--- config.mk ---
export PLATFORM = sky130hd
export DESIGN_NAME = line_rasterizer_core
export DESIGN_NICKNAME = d
export VERILOG_FILES = /design/src/design/lr_pkg.sv /design/src/design/line_rasterizer_core.sv /design/src/design/lr_front.sv /design/src/design/lr_queue.sv /design/src/design/lr_back.sv
export SDC_FILE = /design/constraint.sdc
export NUM_CORES = 1
export LEC_CHECK = 0
export BUFFER_PORTS_ARGS = -buffer_cell sky130_fd_sc_hd__buf_2
export CORE_ASPECT_RATIO = 1.5
export CORE_MARGIN = 5
export CORE_UTILIZATION = 35
export DETAILED_ROUTE_END_ITERATION = 8
export GPL_TIMING_DRIVEN = 0
export MAX_ROUTING_LAYER = met4
export SYNTH_ARGS = -nofsm -noshare
export SYNTH_HDL_FRONTEND = slang
export SYNTH_HIERARCHICAL = 1
export SYNTH_SLANG_ARGS = --single-unit
export TNS_END_PERCENT = 1
--- constraint.sdc ---
create_clock -name i_clk -period 6.2 [get_ports i_clk]
set_input_delay 0.93 -clock i_clk [delete_from_list [all_inputs] [get_ports i_clk]]
set_output_delay 0.93 -clock i_clk [all_outputs]
set_load 0.01 [all_outputs]
--- src/design/lr_pkg.sv ---
// lr_pkg: shared codes for the line rasterizer
// command codes, axis step directions and the colour width; no dependencies
package lr_pkg;

    localparam int COLOR_BITS = 16;

    // input command codes
    typedef enum logic {
        CMD_START   = 1'b0,
        CMD_ADVANCE = 1'b1
    } t_cmd_code;

    // per-axis step direction
    typedef enum logic [1:0] {
        DIR_NONE  = 2'd0,
        DIR_PLUS  = 2'd1,
        DIR_MINUS = 2'd3
    } t_dir;

endpackage

--- src/design/line_rasterizer_core.sv ---
// line_rasterizer_core: top level of the line rasterizer
// instantiates lr_front, lr_queue and lr_back; uses lr_pkg
//
// usage
//   input channel (i_in_valid / o_in_ready) carries command words: a start
//   word loads both endpoints and a colour and emits the first pixel, an
//   advance word emits the next pixel of the active line. an advance word
//   with no active line is consumed and gives no pixel.
//   output channel (o_out_valid / i_out_ready) carries one pixel word per
//   producing command: coordinates, colour and a last-pixel flag.
//   a line from (x0,y0) to (x1,y1) gives max(|dx|,|dy|)+1 pixels.
// timing
//   a pixel word is registered after its command word leaves the queue.
//   rate is one word per clock while the receiver is ready, set by the
//   walker step (one add, one compare and one subtract per axis); front
//   setup (subtracts and a max) runs in parallel via a two-entry queue.
// reset and stalls
//   synchronous active-low reset empties the queue, drops the active line
//   and clears the output valid flag. when the receiver stalls, the pixel
//   word holds in the output register, the walker stops, and the queue
//   keeps taking words until full, after which o_in_ready drops.
module line_rasterizer_core
    import lr_pkg::*;
#(
    parameter int COORD_BITS = 10
) (
    input  logic                  i_clk,
    input  logic                  i_rst_n,
    // command channel
    input  logic                  i_in_valid,
    output logic                  o_in_ready,
    input  logic                  i_command,
    input  logic [COORD_BITS-1:0] i_start_x,
    input  logic [COORD_BITS-1:0] i_start_y,
    input  logic [COORD_BITS-1:0] i_end_x,
    input  logic [COORD_BITS-1:0] i_end_y,
    input  logic [COLOR_BITS-1:0] i_line_color,
    // pixel channel
    output logic                  o_out_valid,
    input  logic                  i_out_ready,
    output logic [COORD_BITS-1:0] o_pixel_x,
    output logic [COORD_BITS-1:0] o_pixel_y,
    output logic [COLOR_BITS-1:0] o_pixel_color,
    output logic                  o_last_pixel
);

    // setup word: start flag, two directions, five coordinates, colour
    localparam int CMD_W       = 5 * COORD_BITS + 5 + COLOR_BITS;
    localparam int QUEUE_DEPTH = 2;

    logic [CMD_W-1:0] front_cmd;
    logic [CMD_W-1:0] queue_cmd;
    logic             queue_full;
    logic             queue_valid;
    logic             push;
    logic             pop;

    // word accepted into the queue straight from the ports
    assign o_in_ready = !queue_full;
    assign push       = i_in_valid && o_in_ready;

    lr_front #(
        .COORD_BITS (COORD_BITS),
        .CMD_W      (CMD_W)
    ) u_front (
        .i_command    (i_command),
        .i_start_x    (i_start_x),
        .i_start_y    (i_start_y),
        .i_end_x      (i_end_x),
        .i_end_y      (i_end_y),
        .i_line_color (i_line_color),
        .o_cmd        (front_cmd)
    );

    lr_queue #(
        .WIDTH (CMD_W),
        .DEPTH (QUEUE_DEPTH)
    ) u_queue (
        .i_clk   (i_clk),
        .i_rst_n (i_rst_n),
        .i_push  (push),
        .i_data  (front_cmd),
        .o_full  (queue_full),
        .i_pop   (pop),
        .o_valid (queue_valid),
        .o_data  (queue_cmd)
    );

    // walker pops one setup word per clock while the output register frees
    lr_back #(
        .COORD_BITS (COORD_BITS),
        .CMD_W      (CMD_W)
    ) u_back (
        .i_clk         (i_clk),
        .i_rst_n       (i_rst_n),
        .i_cmd_valid   (queue_valid),
        .i_cmd         (queue_cmd),
        .o_pop         (pop),
        .o_out_valid   (o_out_valid),
        .i_out_ready   (i_out_ready),
        .o_pixel_x     (o_pixel_x),
        .o_pixel_y     (o_pixel_y),
        .o_pixel_color (o_pixel_color),
        .o_last_pixel  (o_last_pixel)
    );

    // walker never pops an empty queue
    a_pop_has_word: assert property (@(posedge i_clk) disable iff (!i_rst_n)
        pop |-> queue_valid)
        else $error("walker popped an empty queue");

    // a fresh pixel word always comes from a word popped the cycle before
    a_pixel_from_pop: assert property (@(posedge i_clk) disable iff (!i_rst_n)
        $rose(o_out_valid) |-> $past(pop))
        else $error("pixel word appeared without a popped command");

    // reset leaves no pixel word pending
    a_reset_clears_out: assert property (@(posedge i_clk)
        !i_rst_n |=> !o_out_valid)
        else $error("output valid after reset");

endmodule

--- src/design/lr_front.sv ---
// lr_front: classifies an incoming word and precomputes the line setup
// (absolute deltas, step directions, major length); uses lr_pkg
module lr_front
    import lr_pkg::*;
#(
    parameter int COORD_BITS = 10,
    parameter int CMD_W      = 5 * COORD_BITS + 5 + COLOR_BITS
) (
    input  logic                  i_command,
    input  logic [COORD_BITS-1:0] i_start_x,
    input  logic [COORD_BITS-1:0] i_start_y,
    input  logic [COORD_BITS-1:0] i_end_x,
    input  logic [COORD_BITS-1:0] i_end_y,
    input  logic [COLOR_BITS-1:0] i_line_color,
    output logic [CMD_W-1:0]      o_cmd
);

    typedef struct packed {
        logic                  start;
        t_dir                  dir_x;
        t_dir                  dir_y;
        logic [COORD_BITS-1:0] sx;
        logic [COORD_BITS-1:0] sy;
        logic [COORD_BITS-1:0] adx;
        logic [COORD_BITS-1:0] ady;
        logic [COORD_BITS-1:0] major;
        logic [COLOR_BITS-1:0] color;
    } t_line_cmd;

    t_line_cmd cmd;

    always_comb begin
        cmd       = '0;
        cmd.start = (t_cmd_code'(i_command) == CMD_START);
        cmd.sx    = i_start_x;
        cmd.sy    = i_start_y;
        cmd.color = i_line_color;

        if (i_end_x > i_start_x) begin
            cmd.adx   = i_end_x - i_start_x;
            cmd.dir_x = DIR_PLUS;
        end else if (i_end_x == i_start_x) begin
            cmd.adx   = '0;
            cmd.dir_x = DIR_NONE;
        end else begin
            cmd.adx   = i_start_x - i_end_x;
            cmd.dir_x = DIR_MINUS;
        end

        if (i_end_y > i_start_y) begin
            cmd.ady   = i_end_y - i_start_y;
            cmd.dir_y = DIR_PLUS;
        end else if (i_end_y == i_start_y) begin
            cmd.ady   = '0;
            cmd.dir_y = DIR_NONE;
        end else begin
            cmd.ady   = i_start_y - i_end_y;
            cmd.dir_y = DIR_MINUS;
        end

        cmd.major = (cmd.adx > cmd.ady) ? cmd.adx : cmd.ady;
    end

    assign o_cmd = cmd;

endmodule

--- src/design/lr_queue.sv ---
// lr_queue: small register fifo between the front and the walker
// generic width and depth; no package dependencies
module lr_queue #(
    parameter int WIDTH = 71,
    parameter int DEPTH = 2
) (
    input  logic             i_clk,
    input  logic             i_rst_n,
    input  logic             i_push,
    input  logic [WIDTH-1:0] i_data,
    output logic             o_full,
    input  logic             i_pop,
    output logic             o_valid,
    output logic [WIDTH-1:0] o_data
);

    localparam int PTR_W = (DEPTH > 1) ? $clog2(DEPTH) : 1;
    localparam int CNT_W = $clog2(DEPTH + 1);
    localparam logic [PTR_W-1:0] LAST_PTR = PTR_W'(DEPTH - 1);
    localparam logic [CNT_W-1:0] FULL_CNT = CNT_W'(DEPTH);

    logic [WIDTH-1:0] r_mem [DEPTH];
    logic [PTR_W-1:0] r_wr_ptr, n_wr_ptr;
    logic [PTR_W-1:0] r_rd_ptr, n_rd_ptr;
    logic [CNT_W-1:0] r_count,  n_count;

    assign o_full  = (r_count == FULL_CNT);
    assign o_valid = (r_count != '0);
    assign o_data  = r_mem[r_rd_ptr];

    always_comb begin
        n_wr_ptr = r_wr_ptr;
        n_rd_ptr = r_rd_ptr;
        n_count  = r_count;
        if (i_push) begin
            n_wr_ptr = (r_wr_ptr == LAST_PTR) ? '0 : r_wr_ptr + 1'b1;
        end
        if (i_pop) begin
            n_rd_ptr = (r_rd_ptr == LAST_PTR) ? '0 : r_rd_ptr + 1'b1;
        end
        if (i_push && !i_pop) begin
            n_count = r_count + 1'b1;
        end else if (!i_push && i_pop) begin
            n_count = r_count - 1'b1;
        end
    end

    always_ff @(posedge i_clk) begin
        if (!i_rst_n) begin
            r_wr_ptr <= '0;
            r_rd_ptr <= '0;
            r_count  <= '0;
        end else begin
            r_wr_ptr <= n_wr_ptr;
            r_rd_ptr <= n_rd_ptr;
            r_count  <= n_count;
        end
    end

    always_ff @(posedge i_clk) begin
        if (i_push) begin
            r_mem[r_wr_ptr] <= i_data;
        end
    end

endmodule

--- src/design/lr_back.sv ---
// lr_back: line walker with error accumulation and the output register
// takes setup words from lr_queue; uses lr_pkg
module lr_back
    import lr_pkg::*;
#(
    parameter int COORD_BITS = 10,
    parameter int CMD_W      = 5 * COORD_BITS + 5 + COLOR_BITS
) (
    input  logic                  i_clk,
    input  logic                  i_rst_n,
    input  logic                  i_cmd_valid,
    input  logic [CMD_W-1:0]      i_cmd,
    output logic                  o_pop,
    output logic                  o_out_valid,
    input  logic                  i_out_ready,
    output logic [COORD_BITS-1:0] o_pixel_x,
    output logic [COORD_BITS-1:0] o_pixel_y,
    output logic [COLOR_BITS-1:0] o_pixel_color,
    output logic                  o_last_pixel
);

    typedef struct packed {
        logic                  start;
        t_dir                  dir_x;
        t_dir                  dir_y;
        logic [COORD_BITS-1:0] sx;
        logic [COORD_BITS-1:0] sy;
        logic [COORD_BITS-1:0] adx;
        logic [COORD_BITS-1:0] ady;
        logic [COORD_BITS-1:0] major;
        logic [COLOR_BITS-1:0] color;
    } t_line_cmd;

    t_line_cmd cmd;
    assign cmd = i_cmd;

    // line state
    logic [COORD_BITS-1:0] r_cur_x, n_cur_x;
    logic [COORD_BITS-1:0] r_cur_y, n_cur_y;
    logic [COORD_BITS:0]   r_err_x, n_err_x;
    logic [COORD_BITS:0]   r_err_y, n_err_y;
    logic [COORD_BITS-1:0] r_abs_dx, r_abs_dy, r_major;
    t_dir                  r_dir_x, r_dir_y;
    logic [COORD_BITS:0]   r_pixels_left, n_pixels_left;
    logic [COLOR_BITS-1:0] r_color;
    logic                  r_active, n_active;

    // output register
    logic                  r_out_valid, n_out_valid;
    logic [COORD_BITS-1:0] r_pix_x, r_pix_y;
    logic [COLOR_BITS-1:0] r_pix_color;
    logic                  r_pix_last;

    // effective state for this step
    logic [COORD_BITS-1:0] e_x, e_y, e_adx, e_ady, e_major;
    logic [COORD_BITS:0]   e_err_x, e_err_y, e_pl;
    t_dir                  e_dir_x, e_dir_y;
    logic [COLOR_BITS-1:0] e_color;
    logic [COORD_BITS:0]   sum_x, sum_y;
    logic                  last;
    logic                  produce;

    function automatic logic [COORD_BITS-1:0] move_coord(
        input logic [COORD_BITS-1:0] c,
        input t_dir                  d
    );
        logic [COORD_BITS-1:0] r;
        case (d)
            DIR_PLUS:  r = c + 1'b1;
            DIR_MINUS: r = c - 1'b1;
            default:   r = c;
        endcase
        return r;
    endfunction

    assign o_pop   = i_cmd_valid && (!r_out_valid || i_out_ready);
    assign produce = o_pop && (cmd.start || r_active);

    always_comb begin
        if (cmd.start) begin
            e_x     = cmd.sx;
            e_y     = cmd.sy;
            e_adx   = cmd.adx;
            e_ady   = cmd.ady;
            e_major = cmd.major;
            e_dir_x = cmd.dir_x;
            e_dir_y = cmd.dir_y;
            e_color = cmd.color;
            e_err_x = '0;
            e_err_y = '0;
            e_pl    = {1'b0, cmd.major} + 1'b1;
        end else begin
            e_x     = r_cur_x;
            e_y     = r_cur_y;
            e_adx   = r_abs_dx;
            e_ady   = r_abs_dy;
            e_major = r_major;
            e_dir_x = r_dir_x;
            e_dir_y = r_dir_y;
            e_color = r_color;
            e_err_x = r_err_x;
            e_err_y = r_err_y;
            e_pl    = r_pixels_left;
        end

        n_pixels_left = (e_pl != '0) ? e_pl - 1'b1 : e_pl;
        last          = (n_pixels_left == '0);
        n_active      = !last;

        // error stays at or below major length, so the sum fits
        sum_x = e_err_x + {1'b0, e_adx};
        sum_y = e_err_y + {1'b0, e_ady};
        if (sum_x > {1'b0, e_major}) begin
            n_err_x = sum_x - {1'b0, e_major};
            n_cur_x = move_coord(e_x, e_dir_x);
        end else begin
            n_err_x = sum_x;
            n_cur_x = e_x;
        end
        if (sum_y > {1'b0, e_major}) begin
            n_err_y = sum_y - {1'b0, e_major};
            n_cur_y = move_coord(e_y, e_dir_y);
        end else begin
            n_err_y = sum_y;
            n_cur_y = e_y;
        end

        if (produce) begin
            n_out_valid = 1'b1;
        end else if (i_out_ready) begin
            n_out_valid = 1'b0;
        end else begin
            n_out_valid = r_out_valid;
        end
    end

    always_ff @(posedge i_clk) begin
        if (!i_rst_n) begin
            r_active    <= 1'b0;
            r_out_valid <= 1'b0;
        end else begin
            r_out_valid <= n_out_valid;
            if (produce) begin
                r_active <= n_active;
            end
        end
    end

    always_ff @(posedge i_clk) begin
        if (produce) begin
            r_cur_x       <= n_cur_x;
            r_cur_y       <= n_cur_y;
            r_err_x       <= n_err_x;
            r_err_y       <= n_err_y;
            r_abs_dx      <= e_adx;
            r_abs_dy      <= e_ady;
            r_major       <= e_major;
            r_dir_x       <= e_dir_x;
            r_dir_y       <= e_dir_y;
            r_color       <= e_color;
            r_pixels_left <= n_pixels_left;
            r_pix_x       <= e_x;
            r_pix_y       <= e_y;
            r_pix_color   <= e_color;
            r_pix_last    <= last;
        end
    end

    assign o_out_valid   = r_out_valid;
    assign o_pixel_x     = r_pix_x;
    assign o_pixel_y     = r_pix_y;
    assign o_pixel_color = r_pix_color;
    assign o_last_pixel  = r_pix_last;

endmodule
==> impl_results.md, run 1 <==
- Syn Inst Count: 1361
- Site row count: 97
- Met2 WL post-DR: 20800 µm
- Slew HR: 0.379
- Number of global-route vias before repair: 10900
- Synth Area in Compound Gates: 0.109
- Synthesized Nets: about 1500
- Fin. Hold Viols: 0
- GRT Total Usage: 0.149
- Fillers: between 4000 and 5000
- Largest cells by area after synthesis: edfxtp_1 (49%), mux2_2 (8.7%), ha_1 (8.2%)
- Fin Hold WS: 0.514 ns
- ANT cells: 0
- Commonest cells in the netlist: edfxtp_1 (266), mux2_2 (127), ha_1 (107)
- Post-synthesis simple-gate area fraction: 0.0962
- Area after DPL: 17600 µm²
- Area share of fa/ha/maj cells after synthesis: 0.0941
- Worst hold path type: reg -> reg
- Peak Freq: ~0.17 GHz
- Setup TNS: 0 ns
- Avg WL per Cell: 18.4 µm
- Count of cell types in the netlist: 87
- H-tree Lvls: 1
- Setup Crit Path Kind: reg -> reg
- Antenna violations before repair: 0
- Port Buf Inserts: 83
- Max-Cap Viols: 0
- Seq/Total Area, Yosys: 0.497
- Worst-path clk slew: roughly 0.070 ns
- 1st-pass router iterations: 6
- Post-synth top area cell: edfxtp_1
- Post-synth EDFFs: ~270
- First-pass GRT wire length: 59900 µm
- Die area: between 50000 and 60000 µm²
- Largest family of logic cells by synthesized area: multiplexers
- Detail Route Antenna Nets: 0
- Final setup fails: 0
- Grt ovf: 0
- Final count of pins violating max slew: 0
- Share of cells above drive strength 1: 0.242
- Most used DFF post-synth: edfxtp_1
- CP Cell Sequence: buf_4 -> buf_6 -> mux2_2 -> buf_6 -> buf_8 -> buf_8 -> buf_6 -> buf_4 -> mux2_2 -> ha_1 -> a21o_1 -> a21oi_1 -> o21bai_1 -> a21oi_1 -> o31ai_1 -> a21oi_1 -> xnor2_1 -> ha_1 -> a21o_1 -> a211oi_1 -> o21bai_1 -> nand2_1 -> mux2_2
- Synth top area share: 0.488
- Critical path data required time: 6.49 ns
- Core Region: 46500 µm²
- Maximum clock insertion buffer count: 3
- Routed WL: 38400 µm
- CTS Buf Count: 27
- Finished Cell Area: 18500 µm²
- Mapped cell area: roughly 16000 µm²
- Drt initial violations: 519
- CP max stage cell: mux2_2
- Worst-margin pin slew: about 0.9 ns
- Mapped Avg Cell Area: 12.0 µm²
- Drc violations: 0
- Highest Signal Layer: met4
- Post-synthesis xor/xnor area fraction: 0.0332
- Area Overhead vs Synth: 13.3%
- Largest net degree at the start of global routing: 70
- Vias per inst: 5.12
- Final #Nets: 1655
- CP peak stage delay: 0.40 ns
- GPL Wtd Cong: roughly 0.88
- Crit share post-route: 0.958
- Worst-Skew Late Latency: 0.55 ns
- Ys Warns: 6
- TritonCTS clock tree: yes
- Sink Count: between 200 and 300
- Vias: 10700
- Top-count cell post-synth: edfxtp_1
- Synthesis-stage register bit count: 273
- Unrepaired setup endpoints after global routing: true
- Number of I/O pins: 100
- Starting Density: 0.352
- Routed met1 length: roughly 15000 µm
- Crit path capture type: register
- Post-synthesis async set-or-reset flop share: 0
- WL met3: 1280 µm
- Layout Utilization: 0.399
- CP startpoint kind: register
- DP HPWL: 28900 µm
- CP Max Fanout: 19
- Skew final: 0.0103 ns
- Crit path DAT: 6.23 ns
- Die width: 187 µm
- Min Clock Period, post-route: 5.94 ns
- CTS Root Cell: clkbuf_16
- Chip height: 275 µm
- Post-synthesis mux area share: 0.115
- Status: finished clean
[repair_timing]
item / 4_1_cts / 5_1_grt
hold buffers: 0 / 0
gates resized for setup: 27 / 6
buffers inserted: 2 / 0
setup endpoints to repair: 42 / 35
pin swaps: 1 / 0
[routing by layer]
| layer | global-route usage | vias to the layer above |
|---|---|---|
| li1 | - | 5226 |
| met1 | 0.160 | 5204 |
| met2 | 0.281 | 212 |
| met3 | 0.0171 | 65 |
| met4 | 0.0547 | 0 |
| met5 | - | - |
[worst paths after layout]
check,to,cells after the start,slack (ns),from
worst max-delay path,u_back/r_cur_x[3]$_DFFE_PP_,23,0.26,register
worst min-delay path,u_queue/r_count[1]$_SDFFE_PN0P_,2,0.51,u_queue/r_count[1]$_SDFFE_PN0P_
worst max register to register,u_back/r_cur_x[3]$_DFFE_PP_,23,0.26,register
worst min register to register,u_queue/r_count[1]$_SDFFE_PN0P_,2,0.51,u_queue/r_count[1]$_SDFFE_PN0P_
[sequential cells by signal, indices dropped and copies added, names as in the netlist, named ones only]
name,cells
u_back/r_dir_y,2
u_back/o_pixel_color,16
u_back/r_err_y,11
u_back/r_abs_dx,10
u_back/r_err_x,11
u_back/r_major,10
u_queue/r_mem,142
u_back/o_pixel_x,10
u_back/o_last_pixel,1
u_back/o_out_valid,1
u_queue/r_count,2
u_back/r_cur_x,10
u_queue/r_wr_ptr,1
u_back/o_pixel_y,10
u_back/r_abs_dy,10
u_queue/r_rd_ptr,1
u_back/r_cur_y,10
u_back/r_dir_x,2
u_back/r_active,1
u_back/r_pixels_left,11
[logic make-up after synthesis]
family | after synthesis
flip-flops | 273
XOR/XNOR | 62
multiplexers | 171
AO/OA/AOI/OAI | 262
AND/OR/NAND/NOR | 296
buffers and inverters | 180
adder cells (fa/ha/maj) | 117
[final cells by class]
cell class | count | area, µm² | area share
sequential | 273 | 8130 | 0.438
multi-input combinational | 908 | 7340 | 0.396
tap | 594 | 743 | 0.0401
clock buffer | 30 | 687 | 0.0370
buffer | 74 | 573 | 0.0309
timing repair buffer | 89 | 526 | 0.0283
inverter | 104 | 393 | 0.0212
clock inverter | 19 | 153 | 0.00823
[cells in the final DEF, fill, tap and decap left out, types with 11 or more instances in the layout]
cell and instances:
mux2i_1 35, nor2b_1 34, a21o_1 25, buf_4 45, buf_2 91, nand2_1 62
and2_1 15, xor2_1 15, inv_1 100, mux2_2 127, a211oi_1 12, ha_1 107
o21ai_0 44, a31oi_1 16, edfxtp_1 266, nand3_1 22, buf_6 11, nor3_1 15
nand4_1 11, clkbuf_16 27, nor2_1 66, o21a_1 15, xnor2_1 47, a21oi_1 81
[critical path, delay by kind of cell, from the launching register on]
family | cells | cell delay [ns]
buf+inv | 7 | 1.55
flops | 1 | 0.31
compound gates | 9 | 1.61
fa+ha+maj | 2 | 0.64
xor+xnor | 1 | 0.20
simple gates | 1 | 0.32
mux | 3 | 1.03
[stage by stage]
stage,cells,setup WS (ns)
floorplan,1361,0.500
global placement,2038,-1.99
detailed placement,2042,-2.05
CTS,2091,0.0526
global route,2091,-0.0485
finish,2091,0.258
Power of run 1 is not shown: default switching activity piles up to over one toggle a cycle in this logic, so the estimate is an artifact.
==> run 2, diff against run 1 <==
Settings changed: RECOVER_POWER set to 50.
==> impl_results.md, run 2 (synthesis gave the netlist of run 1 again) <==
- Hold path depth: 2
- 1st-pass router iterations: 5
- Max reg flops: 142
- Area Overhead vs Synth: 12.4%
- H-tree Lvls: 1
- Detail Route Antenna Nets: 0
- Pre-CTS setup slack: -2.05 ns
- Min Clock Period, post-route: around 6.0 ns
- First-pass GRT wire length: about 60000 µm
- Skew final: 0.0109 ns
- CP startpoint kind: register
- Number of I/O pins: 100
- Slew HR: -1.40
- Commonest non-fill, non-tap cell in the layout: edfxtp_1
- Failing checks: capacitance limit, slew limit
- Sink Count: 273
- Vias: 10700
- Routed met1 length: between 10000 and 15000 µm
- Largest Register: u_queue/r_mem
- CTS Root Cell: clkbuf_16
- Die width: 187 µm
- CP Cell Sequence: buf_4 -> buf_6 -> mux2_2 -> buf_6 -> buf_8 -> buf_8 -> buf_6 -> buf_4 -> mux2_2 -> ha_1 -> a21o_1 -> a21oi_1 -> o21bai_1 -> a21oi_1 -> o31ai_1 -> a21oi_1 -> xnor2_1 -> ha_1 -> a21o_1 -> a211oi_1 -> o21bai_1 -> nand2_1 -> mux2_2
- Setup crit end: u_back/r_cur_x[3]$_DFFE_PP_
- Met2 WL post-DR: approximately 21000 µm
- Path depth of the worst reg2reg path: 23
- Most frequent cells in the layout: edfxtp_1 (266), mux2_2 (127), ha_1 (107), inv_1 (100), a21oi_1 (81)
- Maximum clock insertion buffer count: 3
- Reg-to-reg slack, setup: 0.25 ns
- Setup Crit Path Kind: reg -> reg
- Chip height: 275 µm
- Number of global-route vias before repair: 10900
- Worst-margin pin slew: 3.60 ns
- Largest net degree at the start of global routing: 70
- Grt ovf: 0
- WL met3: approximately 1200 µm
- Drc violations: 0
- Drt initial violations: between 500 and 600
- DP HPWL: 28900 µm
- CTS Buf Count: 27
- Crit path capture type: register
- Setup WS post-layout: 0.248 ns
- Avg WL per Cell: between 15 and 20 µm
- Final #Nets: 1655
- Routed WL: 38400 µm
- Peak Freq: 0.168 GHz
- Worst-Skew Late Latency: 0.55 ns
- Fin. Hold Viols: 0
- Max-Cap Viols: 2
- Final setup fails: 0
- Share of cells above drive strength 1: 0.198
- CP Max Fanout: 19
- Layout Utilization: 0.396
- Crit path max-delay family: compound AO/OA/AOI/OAI gates
- Core Region: 46500 µm²
- Unrepaired setup endpoints after global routing: true
- Starting Density: 0.352
- Worst hold path type: reg -> reg
- Antenna violations before repair: 0
- Worst-path clk slew: 0.07 ns
- CP max stage cell: mux2_2
- Crit share post-route: 0.960
- TritonCTS clock tree: yes
- Bufs and invs on worst path: 7
- ANT cells: 0
- Site row count: 97
- # hold bufs at CTS: 0
- Status: complete, but fails checks
- Crit path depth: 23
- Highest Signal Layer: met4
- R2R Path End: u_back/r_cur_x[3]$_DFFE_PP_
- CP peak stage delay: roughly 0.40 ns
- Port Buf Inserts: 83
- Crit path DAT: 6.24 ns
- Vias per inst: between 5 and 6
- GRT Total Usage: 0.149
- Final count of pins violating max slew: 90
- Die area: 51300 µm²
- GPL Wtd Cong: 0.882
- Critical path data required time: 6.49 ns
==> run 2: worst min path at each step <==
| stage | to | from |
|---|---|---|
| after floorplan | u_queue/r_count[1]$_SDFFE_PN0P_ | u_queue/r_count[1]$_SDFFE_PN0P_ |
| after global placement | u_queue/r_count[1]$_SDFFE_PN0P_ | u_queue/r_count[1]$_SDFFE_PN0P_ |
| after detailed placement | u_queue/r_count[1]$_SDFFE_PN0P_ | u_queue/r_count[1]$_SDFFE_PN0P_ |
| after CTS | u_queue/r_count[1]$_SDFFE_PN0P_ | u_queue/r_count[1]$_SDFFE_PN0P_ |
| after global routing | u_back/o_pixel_color[4]$_DFFE_PP_ | u_queue/r_mem[0][4]$_DFFE_PP_ |
| final | u_queue/r_count[1]$_SDFFE_PN0P_ | u_queue/r_count[1]$_SDFFE_PN0P_ |
==> run 2: final cells by class <==
class	count	area, µm²
fillers	4458	28100
flip-flops and latches	273	8130
multi-input cells	908	7330
well taps	594	743
clock buffers	30	687
plain buffers	74	554
repair buffers	89	413
inverters	104	393
clock inverters	19	153
==> run 2: worst min-delay path: cells and delay by family, from the launching register on <==
kind | cells | cell delay [ns]
AO/OA/AOI/OAI | 2 | 0.16
flip-flops | 1 | 0.33
==> run 2: timing repair <==
action	4_1_cts	5_1_grt
setup buffers	2	0
endpoints found under the setup margin	42	35
pin swaps	1	0
resized for setup	27	6
==> run 2: stage by stage <==
| stage | hold WS (ns) | std cells | setup TNS (ns) | area (µm²) |
|---|---|---|---|---|
| floorplan | 0.461 | 1361 | 0 | 16400 |
| global placement | 0.474 | 2038 | -301.58 | 17500 |
| detailed placement | 0.512 | 2042 | -71.13 | 17600 |
| CTS | 0.524 | 2091 | 0 | 18500 |
| global route | 0.554 | 2091 | -0.417 | 18400 |
| finish | 0.534 | 2091 | 0 | 18400 |
==> run 2: metal layers <==
| metal | global-route usage | vias up |
|---|---|---|
| met1 | 0.160 | 5182 |
| met2 | 0.281 | 188 |
| met3 | 0.0171 | 66 |
| met5 | - | - |
| met4 | 0.0547 | 0 |
| li1 | - | 5222 |
Power of run 2 is left out for the same reason.
